[config.mk]
export PLATFORM = sky130hd
export DESIGN_NAME = sorted_timer_queue_core
export DESIGN_NICKNAME = d
export VERILOG_FILES = /design/src/sv/stq_pkg.sv /design/src/sv/stq_ctrl.sv /design/src/sv/stq_dpath.sv /design/src/sv/sorted_timer_queue_core.sv
export SDC_FILE = /design/constraint.sdc
export NUM_CORES = 2
export LEC_CHECK = 0
export BUFFER_PORTS_ARGS = -buffer_cell sky130_fd_sc_hd__buf_2
export CORE_UTILIZATION = 45
export CTS_CLUSTER_SIZE = 8
export DETAILED_ROUTE_END_ITERATION = 10
export SYNTH_ARGS = -nofsm -noshare
export SYNTH_HDL_FRONTEND = slang
export SYNTH_SLANG_ARGS = --single-unit
export TNS_END_PERCENT = 50
[constraint.sdc]
create_clock -name i_clk -period 14.6 [get_ports i_clk]
set_input_delay 0.73 -clock i_clk [delete_from_list [all_inputs] [get_ports i_clk]]
set_output_delay 0.73 -clock i_clk [all_outputs]
set_load 0.01 [all_outputs]
[src/sv/stq_pkg.sv]
// ----------------------------------------------------------------------------
// stq_pkg
// Shared types and codes for the sorted timer queue: request codes, result
// kinds, and the command/status bundles between controller and datapath.
// ----------------------------------------------------------------------------
package stq_pkg;

    // Field widths fixed by the interface
    localparam int TimeW  = 48;
    localparam int TmoW   = 31;
    localparam int OwnerW = 8;
    localparam int TagW   = 16;

    // Request codes (code 3 carries no meaning and is dropped)
    localparam logic [1:0] REQ_ADD    = 2'd0;
    localparam logic [1:0] REQ_CANCEL = 2'd1;
    localparam logic [1:0] REQ_EXEC   = 2'd2;
    localparam logic [1:0] REQ_UNUSED = 2'd3;

    // Status codes
    localparam logic ST_OK   = 1'b0;
    localparam logic ST_FAIL = 1'b1;

    // Result kinds
    typedef enum logic [1:0] {
        KIND_ADD    = 2'd0,
        KIND_CANCEL = 2'd1,
        KIND_FIRED  = 2'd2,
        KIND_WAIT   = 2'd3
    } t_kind;

    // Controller to datapath
    typedef struct packed {
        logic  load;       // capture request fields
        logic  insert;     // insert new timer in order
        logic  grab_match; // register owner/tag match vector
        logic  remove;     // remove first matching entry
        logic  pop;        // remove head entry
        logic  emit;       // load output register
        t_kind kind;
        logic  status;
        logic  last;
    } t_stq_cmd;

    // Datapath to controller
    typedef struct packed {
        logic out_free;   // output register can take a result this cycle
        logic full;       // every slot holds a timer
        logic any_match;  // registered match vector is non-empty
        logic head_valid; // slot 0 holds a timer
        logic head_due;   // slot 0 expiry is at or before now
    } t_stq_stat;

endpackage

[src/sv/stq_ctrl.sv]
// ----------------------------------------------------------------------------
// stq_ctrl
// Request sequencer: accepts one request at a time and steps the datapath
// through insert, cancel search/remove, or the fire-then-report loop.
// ----------------------------------------------------------------------------
module stq_ctrl
    import stq_pkg::*;
(
    input  logic       i_clk,
    input  logic       i_rst_n,
    input  logic       i_in_valid,
    input  logic [1:0] i_req_type,
    input  t_stq_stat  i_stat,
    output logic       o_in_stall,
    output t_stq_cmd   o_cmd
);

    typedef enum logic [4:0] {
        S_IDLE   = 5'b00001,
        S_ADD    = 5'b00010,
        S_MATCH  = 5'b00100,
        S_CANCEL = 5'b01000,
        S_EXEC   = 5'b10000
    } t_state;

    t_state r_state, n_state;
    logic   w_accept;

    // New request only when idle
    assign o_in_stall = (r_state != S_IDLE);
    assign w_accept   = i_in_valid && (r_state == S_IDLE);

    // Next state and commands
    always_comb begin
        n_state = r_state;
        o_cmd   = '0;
        o_cmd.kind = KIND_ADD;
        case (r_state)
            S_IDLE: begin
                if (w_accept) begin
                    o_cmd.load = 1'b1;
                    case (i_req_type)
                        REQ_ADD:    n_state = S_ADD;
                        REQ_CANCEL: n_state = S_MATCH;
                        REQ_EXEC:   n_state = S_EXEC;
                        default:    n_state = S_IDLE;
                    endcase
                end
            end
            S_ADD: begin
                if (i_stat.out_free) begin
                    o_cmd.emit   = 1'b1;
                    o_cmd.kind   = KIND_ADD;
                    o_cmd.status = i_stat.full ? ST_FAIL : ST_OK;
                    o_cmd.insert = !i_stat.full;
                    o_cmd.last   = 1'b1;
                    n_state      = S_IDLE;
                end
            end
            S_MATCH: begin
                o_cmd.grab_match = 1'b1;
                n_state          = S_CANCEL;
            end
            S_CANCEL: begin
                if (i_stat.out_free) begin
                    o_cmd.emit   = 1'b1;
                    o_cmd.kind   = KIND_CANCEL;
                    o_cmd.status = i_stat.any_match ? ST_OK : ST_FAIL;
                    o_cmd.remove = i_stat.any_match;
                    o_cmd.last   = 1'b1;
                    n_state      = S_IDLE;
                end
            end
            S_EXEC: begin
                if (i_stat.out_free) begin
                    o_cmd.emit = 1'b1;
                    if (i_stat.head_valid && i_stat.head_due) begin
                        o_cmd.kind = KIND_FIRED;
                        o_cmd.pop  = 1'b1;
                    end else begin
                        o_cmd.kind = KIND_WAIT;
                        o_cmd.last = 1'b1;
                        n_state    = S_IDLE;
                    end
                end
            end
            default: n_state = S_IDLE;
        endcase
    end

    always_ff @(posedge i_clk) begin
        if (!i_rst_n) begin
            r_state <= S_IDLE;
        end else begin
            r_state <= n_state;
        end
    end

    // A meaningful request always leaves idle
    a_leave_idle: assert property (@(posedge i_clk) disable iff (!i_rst_n)
        (w_accept && (i_req_type != REQ_UNUSED)) |=> (r_state != S_IDLE))
        else $error("request accepted but controller stayed idle");

    // A result flagged last always returns the controller to idle
    a_last_to_idle: assert property (@(posedge i_clk) disable iff (!i_rst_n)
        (o_cmd.emit && o_cmd.last) |=> (r_state == S_IDLE))
        else $error("final result did not return controller to idle");

endmodule

[src/sv/stq_dpath.sv]
// ----------------------------------------------------------------------------
// stq_dpath
// Row of timer cells kept sorted by expiry, plus request and output
// registers. Each cell decides its next value from itself and its neighbors.
// ----------------------------------------------------------------------------
module stq_dpath
    import stq_pkg::*;
#(
    parameter int TABLE_DEPTH = 16
) (
    input  logic              i_clk,
    input  logic              i_rst_n,
    input  t_stq_cmd          i_cmd,
    output t_stq_stat         o_stat,
    input  logic [TimeW-1:0]  i_now_ms,
    input  logic [TmoW-1:0]   i_timeout_ms,
    input  logic [OwnerW-1:0] i_owner_handle,
    input  logic [TagW-1:0]   i_timer_tag,
    input  logic              i_out_stall,
    output logic              o_out_valid,
    output logic [1:0]        o_result_kind,
    output logic              o_status,
    output logic [OwnerW-1:0] o_fired_owner,
    output logic [TagW-1:0]   o_fired_tag,
    output logic [TimeW-1:0]  o_wait_ms,
    output logic              o_last
);

    // Request registers
    logic [TimeW-1:0]  r_now;
    logic [TimeW-1:0]  r_new_exp;
    logic [OwnerW-1:0] r_owner;
    logic [TagW-1:0]   r_tag;
    logic [TimeW:0]    w_sum;

    // Cell row
    logic [TABLE_DEPTH-1:0] r_valid, n_valid;
    logic [TimeW-1:0]       r_exp   [TABLE_DEPTH];
    logic [TimeW-1:0]       n_exp   [TABLE_DEPTH];
    logic [OwnerW-1:0]      r_own   [TABLE_DEPTH];
    logic [OwnerW-1:0]      n_own   [TABLE_DEPTH];
    logic [TagW-1:0]        r_tg    [TABLE_DEPTH];
    logic [TagW-1:0]        n_tg    [TABLE_DEPTH];
    logic [TABLE_DEPTH-1:0] r_match;
    logic [TABLE_DEPTH-1:0] w_match;
    logic [TABLE_DEPTH-1:0] w_le;
    logic [TABLE_DEPTH-1:0] w_pre;
    logic [TABLE_DEPTH-1:0] w_shift;

    // Output register
    logic              r_out_valid;
    t_kind             r_kind;
    logic              r_status;
    logic [OwnerW-1:0] r_fowner;
    logic [TagW-1:0]   r_ftag;
    logic [TimeW-1:0]  r_wait;
    logic              r_last;
    logic [TimeW-1:0]  w_head_wait;

    // Saturating expiry for add
    assign w_sum = {1'b0, i_now_ms} + {{(TimeW + 1 - TmoW){1'b0}}, i_timeout_ms};

    always_ff @(posedge i_clk) begin
        if (i_cmd.load) begin
            r_now     <= i_now_ms;
            r_new_exp <= w_sum[TimeW] ? {TimeW{1'b1}} : w_sum[TimeW-1:0];
            r_owner   <= i_owner_handle;
            r_tag     <= i_timer_tag;
        end
    end

    // Per-cell compares: insert position and cancel match
    always_comb begin
        for (int i = 0; i < TABLE_DEPTH; i++) begin
            w_le[i]    = r_valid[i] && (r_exp[i] <= r_new_exp);
            w_match[i] = r_valid[i] && (r_own[i] == r_owner) && (r_tg[i] == r_tag);
        end
    end

    // Prefix OR of matches: every cell at or above the first match shifts down
    always_comb begin
        w_pre = r_match;
        for (int k = 1; k < TABLE_DEPTH; k = k * 2) begin
            w_pre = w_pre | (w_pre << k);
        end
    end

    assign w_shift = i_cmd.pop    ? {TABLE_DEPTH{1'b1}} :
                     i_cmd.remove ? w_pre : {TABLE_DEPTH{1'b0}};

    // Cell next values
    for (genvar g = 0; g < TABLE_DEPTH; g++) begin : g_cell
        logic              w_up_valid;
        logic [TimeW-1:0]  w_up_exp;
        logic [OwnerW-1:0] w_up_own;
        logic [TagW-1:0]   w_up_tg;
        logic              w_lo_le;
        logic              w_lo_valid;
        logic [TimeW-1:0]  w_lo_exp;
        logic [OwnerW-1:0] w_lo_own;
        logic [TagW-1:0]   w_lo_tg;

        if (g == TABLE_DEPTH - 1) begin : g_top
            assign w_up_valid = 1'b0;
            assign w_up_exp   = r_exp[g];
            assign w_up_own   = r_own[g];
            assign w_up_tg    = r_tg[g];
        end else begin : g_mid
            assign w_up_valid = r_valid[g+1];
            assign w_up_exp   = r_exp[g+1];
            assign w_up_own   = r_own[g+1];
            assign w_up_tg    = r_tg[g+1];
        end

        if (g == 0) begin : g_bot
            assign w_lo_le    = 1'b1;
            assign w_lo_valid = 1'b1;
            assign w_lo_exp   = r_new_exp;
            assign w_lo_own   = r_owner;
            assign w_lo_tg    = r_tag;
        end else begin : g_upper
            assign w_lo_le    = w_le[g-1];
            assign w_lo_valid = r_valid[g-1];
            assign w_lo_exp   = r_exp[g-1];
            assign w_lo_own   = r_own[g-1];
            assign w_lo_tg    = r_tg[g-1];
        end

        always_comb begin
            n_valid[g] = r_valid[g];
            n_exp[g]   = r_exp[g];
            n_own[g]   = r_own[g];
            n_tg[g]    = r_tg[g];
            if (w_shift[g]) begin
                n_valid[g] = w_up_valid;
                n_exp[g]   = w_up_exp;
                n_own[g]   = w_up_own;
                n_tg[g]    = w_up_tg;
            end else if (i_cmd.insert && !w_le[g]) begin
                if (w_lo_le) begin
                    // new timer lands here
                    n_valid[g] = 1'b1;
                    n_exp[g]   = r_new_exp;
                    n_own[g]   = r_owner;
                    n_tg[g]    = r_tag;
                end else begin
                    n_valid[g] = w_lo_valid;
                    n_exp[g]   = w_lo_exp;
                    n_own[g]   = w_lo_own;
                    n_tg[g]    = w_lo_tg;
                end
            end
        end

        always_ff @(posedge i_clk) begin
            r_exp[g] <= n_exp[g];
            r_own[g] <= n_own[g];
            r_tg[g]  <= n_tg[g];
        end
    end

    always_ff @(posedge i_clk) begin
        if (!i_rst_n) begin
            r_valid <= '0;
        end else begin
            r_valid <= n_valid;
        end
    end

    always_ff @(posedge i_clk) begin
        if (i_cmd.grab_match) begin
            r_match <= w_match;
        end
    end

    // Status back to the controller
    assign w_head_wait       = r_exp[0] - r_now;
    assign o_stat.out_free   = !r_out_valid || !i_out_stall;
    assign o_stat.full       = r_valid[TABLE_DEPTH-1];
    assign o_stat.any_match  = |r_match;
    assign o_stat.head_valid = r_valid[0];
    assign o_stat.head_due   = (r_exp[0] <= r_now);

    // Output register: holds while stalled
    always_ff @(posedge i_clk) begin
        if (!i_rst_n) begin
            r_out_valid <= 1'b0;
        end else if (i_cmd.emit) begin
            r_out_valid <= 1'b1;
        end else if (!i_out_stall) begin
            r_out_valid <= 1'b0;
        end
    end

    always_ff @(posedge i_clk) begin
        if (i_cmd.emit) begin
            r_kind   <= i_cmd.kind;
            r_status <= i_cmd.status;
            r_last   <= i_cmd.last;
            r_fowner <= (i_cmd.kind == KIND_FIRED) ? r_own[0] : '0;
            r_ftag   <= (i_cmd.kind == KIND_FIRED) ? r_tg[0] : '0;
            r_wait   <= ((i_cmd.kind == KIND_WAIT) && r_valid[0]) ? w_head_wait : '0;
        end
    end

    assign o_out_valid   = r_out_valid;
    assign o_result_kind = r_kind;
    assign o_status      = r_status;
    assign o_fired_owner = r_fowner;
    assign o_fired_tag   = r_ftag;
    assign o_wait_ms     = r_wait;
    assign o_last        = r_last;

    // Occupied cells always form a contiguous run from slot 0
    a_valid_packed: assert property (@(posedge i_clk) disable iff (!i_rst_n)
        ((r_valid >> 1) & ~r_valid) == '0)
        else $error("occupied slots not contiguous");

    // Never overwrite a result that is still waiting
    a_emit_free: assert property (@(posedge i_clk) disable iff (!i_rst_n)
        i_cmd.emit |-> (!r_out_valid || !i_out_stall))
        else $error("result emitted over a stalled result");

    // Head pop only on an occupied, due head
    a_pop_due: assert property (@(posedge i_clk) disable iff (!i_rst_n)
        i_cmd.pop |-> (r_valid[0] && (r_exp[0] <= r_now)))
        else $error("popped head that is empty or not due");

    // Insert never runs on a full table
    a_insert_room: assert property (@(posedge i_clk) disable iff (!i_rst_n)
        i_cmd.insert |-> !r_valid[TABLE_DEPTH-1])
        else $error("insert into a full table");

endmodule

[src/sv/sorted_timer_queue_core.sv]
// ----------------------------------------------------------------------------
// sorted_timer_queue_core
// Bounded timer table kept sorted by expiry; add, cancel and execute.
// ----------------------------------------------------------------------------
// Input channel (i_in_valid / o_in_stall) carries one request per transfer:
// add, cancel or execute. Output channel (o_out_valid / i_out_stall) carries
// result transfers; o_last marks the final result of a request.
// One request is worked on at a time; o_in_stall is high until the request's
// final result has been loaded into the output register. The next request is
// taken while that result still waits downstream.
// Steps from the input transfer to the result being loaded:
//   add     sorted insert over all cells in parallel (S_ADD)
//   cancel  register owner/tag matches (S_MATCH), then remove (S_CANCEL)
//   execute one head pop per due timer, each loading a fired result (one
//           head pop per cycle while the output is free), then the wait report
// Request code 3 is dropped with no result.
// When the receiver stalls, the output register holds its result and the
// sequencer waits before loading the next one; nothing is lost.
// Reset (synchronous, active low) empties the table and the output register
// at once; no clearing pass follows.
// ----------------------------------------------------------------------------
module sorted_timer_queue_core
    import stq_pkg::*;
#(
    parameter int TABLE_DEPTH = 16
) (
    input  logic              i_clk,
    input  logic              i_rst_n,
    input  logic              i_in_valid,
    output logic              o_in_stall,
    input  logic [1:0]        i_req_type,
    input  logic [TimeW-1:0]  i_now_ms,
    input  logic [TmoW-1:0]   i_timeout_ms,
    input  logic [OwnerW-1:0] i_owner_handle,
    input  logic [TagW-1:0]   i_timer_tag,
    output logic              o_out_valid,
    input  logic              i_out_stall,
    output logic [1:0]        o_result_kind,
    output logic              o_status,
    output logic [OwnerW-1:0] o_fired_owner,
    output logic [TagW-1:0]   o_fired_tag,
    output logic [TimeW-1:0]  o_wait_ms,
    output logic              o_last
);

    t_stq_cmd  w_cmd;
    t_stq_stat w_stat;

    // Sequencer
    stq_ctrl u_ctrl (
        .i_clk      (i_clk),
        .i_rst_n    (i_rst_n),
        .i_in_valid (i_in_valid),
        .i_req_type (i_req_type),
        .i_stat     (w_stat),
        .o_in_stall (o_in_stall),
        .o_cmd      (w_cmd)
    );

    // Sorted cell row and output register
    stq_dpath #(
        .TABLE_DEPTH (TABLE_DEPTH)
    ) u_dpath (
        .i_clk          (i_clk),
        .i_rst_n        (i_rst_n),
        .i_cmd          (w_cmd),
        .o_stat         (w_stat),
        .i_now_ms       (i_now_ms),
        .i_timeout_ms   (i_timeout_ms),
        .i_owner_handle (i_owner_handle),
        .i_timer_tag    (i_timer_tag),
        .i_out_stall    (i_out_stall),
        .o_out_valid    (o_out_valid),
        .o_result_kind  (o_result_kind),
        .o_status       (o_status),
        .o_fired_owner  (o_fired_owner),
        .o_fired_tag    (o_fired_tag),
        .o_wait_ms      (o_wait_ms),
        .o_last         (o_last)
    );

endmodule
==> impl_metrics.json <==
{
  "outcome": "complete, no violations",
  "regToRegSetupSlack_ns": 8.18,
  "period_minus_slack_ns": 6.42,
  "final_cells": 11500,
  "critPathBufInv": 4,
  "combPwrFrac_pct": 15.7,
  "cts_tree": "yes",
  "p_seq_share_pct": 44.4,
  "finClkSkew_ns": 0.0247,
  "preCtsSetupSlack_ns": 8.36,
  "critPathLaunchType": "flip-flop",
  "power.switching_mw": 2.98,
  "cts_buffer_depth": 3,
  "power_density_mw_per_mm2": 105,
  "grt_usage_pct": 28.5,
  "totalNegativeSetupSlack_ns": 0,
  "drtIter0Drc": 6387,
  "hpwlAfterDp_um": 216000,
  "post_cts_resized": 0,
  "crit_top_cell": "buf_4",
  "cp_top_family": "buffers and inverters",
  "seqCellArea_mm2": 0.0414,
  "grt-ovfl-total": 0,
  "vias": 70600,
  "report.final.slew_viol_count": 0,
  "die_h_um": 450,
  "critPathMaxStageDelay_ns": 0.82,
  "hold_end": "u_dpath.g_cell[0].w_lo_own[4]",
  "syn_avg_cell_area_um2": 10.3,
  "grt_pass1_vias": 70900,
  "netlist_area_mm2": 0.0904,
  "syn_inst": 8785,
  "mostFrequentLayoutCell": "edfxtp_1",
  "yosys-top-cells-area": "edfxtp_1, ha_1, mux2i_1",
  "detail-route-antenna-nets": 0,
  "period_share_pct": 43.9,
  "hold_ws_ns": 0.0584,
  "start_util_pct": 45.3,
  "fillers": 18200,
  "setup_slack_ns": 8.18,
  "critPathLaunch": "u_dpath.g_cell[0].w_lo_exp[31]",
  "async_reset_ff_share_pct": 0,
  "yosysUniqueCellTypes": 75,
  "drc_errors": 0,
  "slowest_stage": "buf_4",
  "first_pass_iters": 6,
  "die_x_um": 450,
  "drive_gt1_share_pct": 8.25,
  "internal_power_mw": 7.45,
  "synth.top_cell.area_share_pct": 45.3,
  "reg2reg_from": "u_dpath.g_cell[0].w_lo_exp[31]",
  "cts_root_buf": "clkbuf_16",
  "cts_buffers": 192,
  "ys_seq_area_share_pct": 45.8,
  "multi_input_area_mm2": 0.0465,
  "path_cells": "inv_1 > ha_1 > nand4_1 > nor4_1 > buf_4 > nand4_1 > a211oi_1 > nor3_1 > a32oi_4 > buf_4 > buf_4 > mux2i_1 > o21ai_0",
  "wire_per_inst_um": 25.8,
  "io_pins": 187,
  "totalWireLength_um": 297000,
  "dieArea_mm2": 0.203,
  "setup_viol": 0,
  "core_area_mm2": 0.200,
  "synth_area_leader_cell": "edfxtp_1",
  "final_cell_mix": "edfxtp_1, nand2_1, o21ai_0, mux2i_1, a21oi_1",
  "synthFlopType": "edfxtp_1",
  "clk_latency_ns": 0.85,
  "clock-sinks": 1386,
  "min_path_cells": 1,
  "switching_share_pct": 28.6,
  "critPathKind": "flip-flop to flip-flop",
  "h-tree-depth": 4,
  "area_delta_synth_final_pct": 9.83,
  "worst_pin_slew_ns": 1.23,
  "total_power_mw": 10.4,
  "cellLeakagePower_nw": 40.1,
  "reg2regPathDepth": 13,
  "grt_pass1_wl_um": 444000,
  "clk_pin_slew_worst_paths_ns": 0.05,
  "cp_data_required_time_ns": 15.15,
  "fmax_mhz": 156,
  "crit_arrival_ns": 6.97,
  "syn-num-nets": 9695,
  "crit_fanout": 42,
  "rows": 164,
  "gp_congestion": 0.927,
  "synth-edff-count": 1364,
  "rsz0062_at_grt": "false",
  "end_kind": "flip-flop",
  "hold_class": "input port to flip-flop",
  "max_slew_margin_pct": 17.6,
  "antenna_found_initial": 9,
  "clkPwrFrac_pct": 39.9,
  "io_buffers": 186,
  "r2r-end": "u_dpath.r_tg[14][1]",
  "hold_violations": 0,
  "nets": 9683,
  "yosysWarnings": 0,
  "max_cap_viol_count": 0,
  "grt_max_degree": 147,
  "hold_start": "i_owner_handle[4]",
  "placedCellCount": 11200,
  "irDropWorstVdd_mv": 0.129,
  "yosys_register_bits": 1386,
  "avgViaCountPerCell": 6.14
}
worst max path at each step:
stage	end	slack, ns	cells past startpoint
floorplan	u_dpath.r_exp[1][48]	6.23	12
global placement	u_dpath.r_exp[7][44]	8.32	13
detailed placement	u_dpath.r_exp[7][44]	8.36	13
CTS	u_dpath.r_exp[7][44]	8.31	13
global route	u_dpath.r_exp[7][44]	8.05	13
finish	u_dpath.r_tg[14][1]	8.18	13
flip-flops by register name (all words and copies together), names as in the netlist:
name,count
u_ctrl.r_state,5
u_dpath.r_valid,16
u_dpath.g_cell.w_lo_tg,16
u_dpath.r_match,16
u_dpath.o_last,1
u_dpath.r_now,48
u_dpath.r_own,128
u_dpath.o_fired_tag,16
u_dpath.o_status,1
u_dpath.o_out_valid,1
u_dpath.g_cell.w_lo_own,8
u_dpath.o_wait_ms,48
u_dpath.g_cell.w_lo_exp,48
u_dpath.o_result_kind,2
u_dpath.r_exp,768
u_dpath.o_fired_owner,8
u_dpath.r_tg,256
per-stage QoR:
step	cell area, µm²	utilization [%]
6_report	99300	49.7
5_1_grt	99300	49.7
4_1_cts	99300	49.7
3_5_place_dp	94100	47.1
3_3_place_gp	94100	47.1
2_1_floorplan	90400	-
power groups by stage:
| stage | sequential [mW] | clock, mW | combinational (mW) |
|---|---|---|---|
| finish | 4.63 | 4.16 | 1.64 |
| global route | 4.63 | 4.36 | 1.79 |
| CTS | 4.63 | 4.22 | 1.62 |
| detailed placement | 4.71 | 0 | 1.61 |
| global placement | 4.70 | 0 | 1.57 |
| floorplan | 4.64 | 0 | 1.06 |
per-layer routing:
layer  vias up  track usage (%)  share of wire [%]
met5         -                0             0.0027
met4         2             9.72                3.4
met3       569             3.37                5.3
met2      2363             48.6                 49
met1     35200             37.1                 42
li1      32400                -                  -
repair_timing:
action	CTS	global route
buffers inserted	0	0
hold buffers	1	0
hold endpoints to repair	1	0
worst register-to-register path, cell delays in order (launching register included):
cell and delay (ns):
edfxtp_1 0.71, inv_1 0.58, ha_1 0.52, nand4_1 0.21, nor4_1 0.79, buf_4 0.28
nand4_1 0.22, a211oi_1 0.42, nor3_1 0.14, a32oi_4 0.28, buf_4 0.66, buf_4 0.83
mux2i_1 0.41, o21ai_0 0.11
logic make-up after synthesis:
logic type      after synthesis  synth area share, %
buf+inv                     721                 3.28
xor+xnor                    459                 4.45
simple gates               2251                 11.1
fa+ha+maj                   801                 11.1
compound gates             2198                 13.5
mux                         969                 10.9
flops                      1386                 45.8
layout make-up:
class,instances,area share (%)
clock buffer,241,5.09
multi-input combinational,6678,46.9
sequential,1386,41.7
inverter,162,0.615
timing repair buffer,353,2.23
clock inverter,12,0.160
tap,2656,3.35
antenna,1,0.00252
cell usage after synthesis, types with 13 or more instances:
master / number
a2111oi_0: 19
a211oi_1: 32
a21o_1: 145
a21oi_1: 829
a221oi_1: 17
a31oi_1: 21
and2_1: 37
and3_1: 21
and4_1: 13
buf_1: 40
buf_2: 155
clkbuf_1: 348
dfxtp_1: 22
edfxtp_1: 1364
ha_1: 799
inv_1: 162
mux2_2: 100
mux2i_1: 869
nand2_1: 1040
nand2b_1: 24
nand3_1: 114
nand4_1: 181
nor2_1: 553
nor2b_1: 54
nor3_1: 69
nor4_1: 90
o211ai_1: 23
o21a_1: 23
o21ai_0: 942
o21bai_1: 22
o31ai_1: 23
or3_1: 19
xnor2_1: 187
xor2_1: 272
Note: power is estimated with default switching activity, not from simulation.
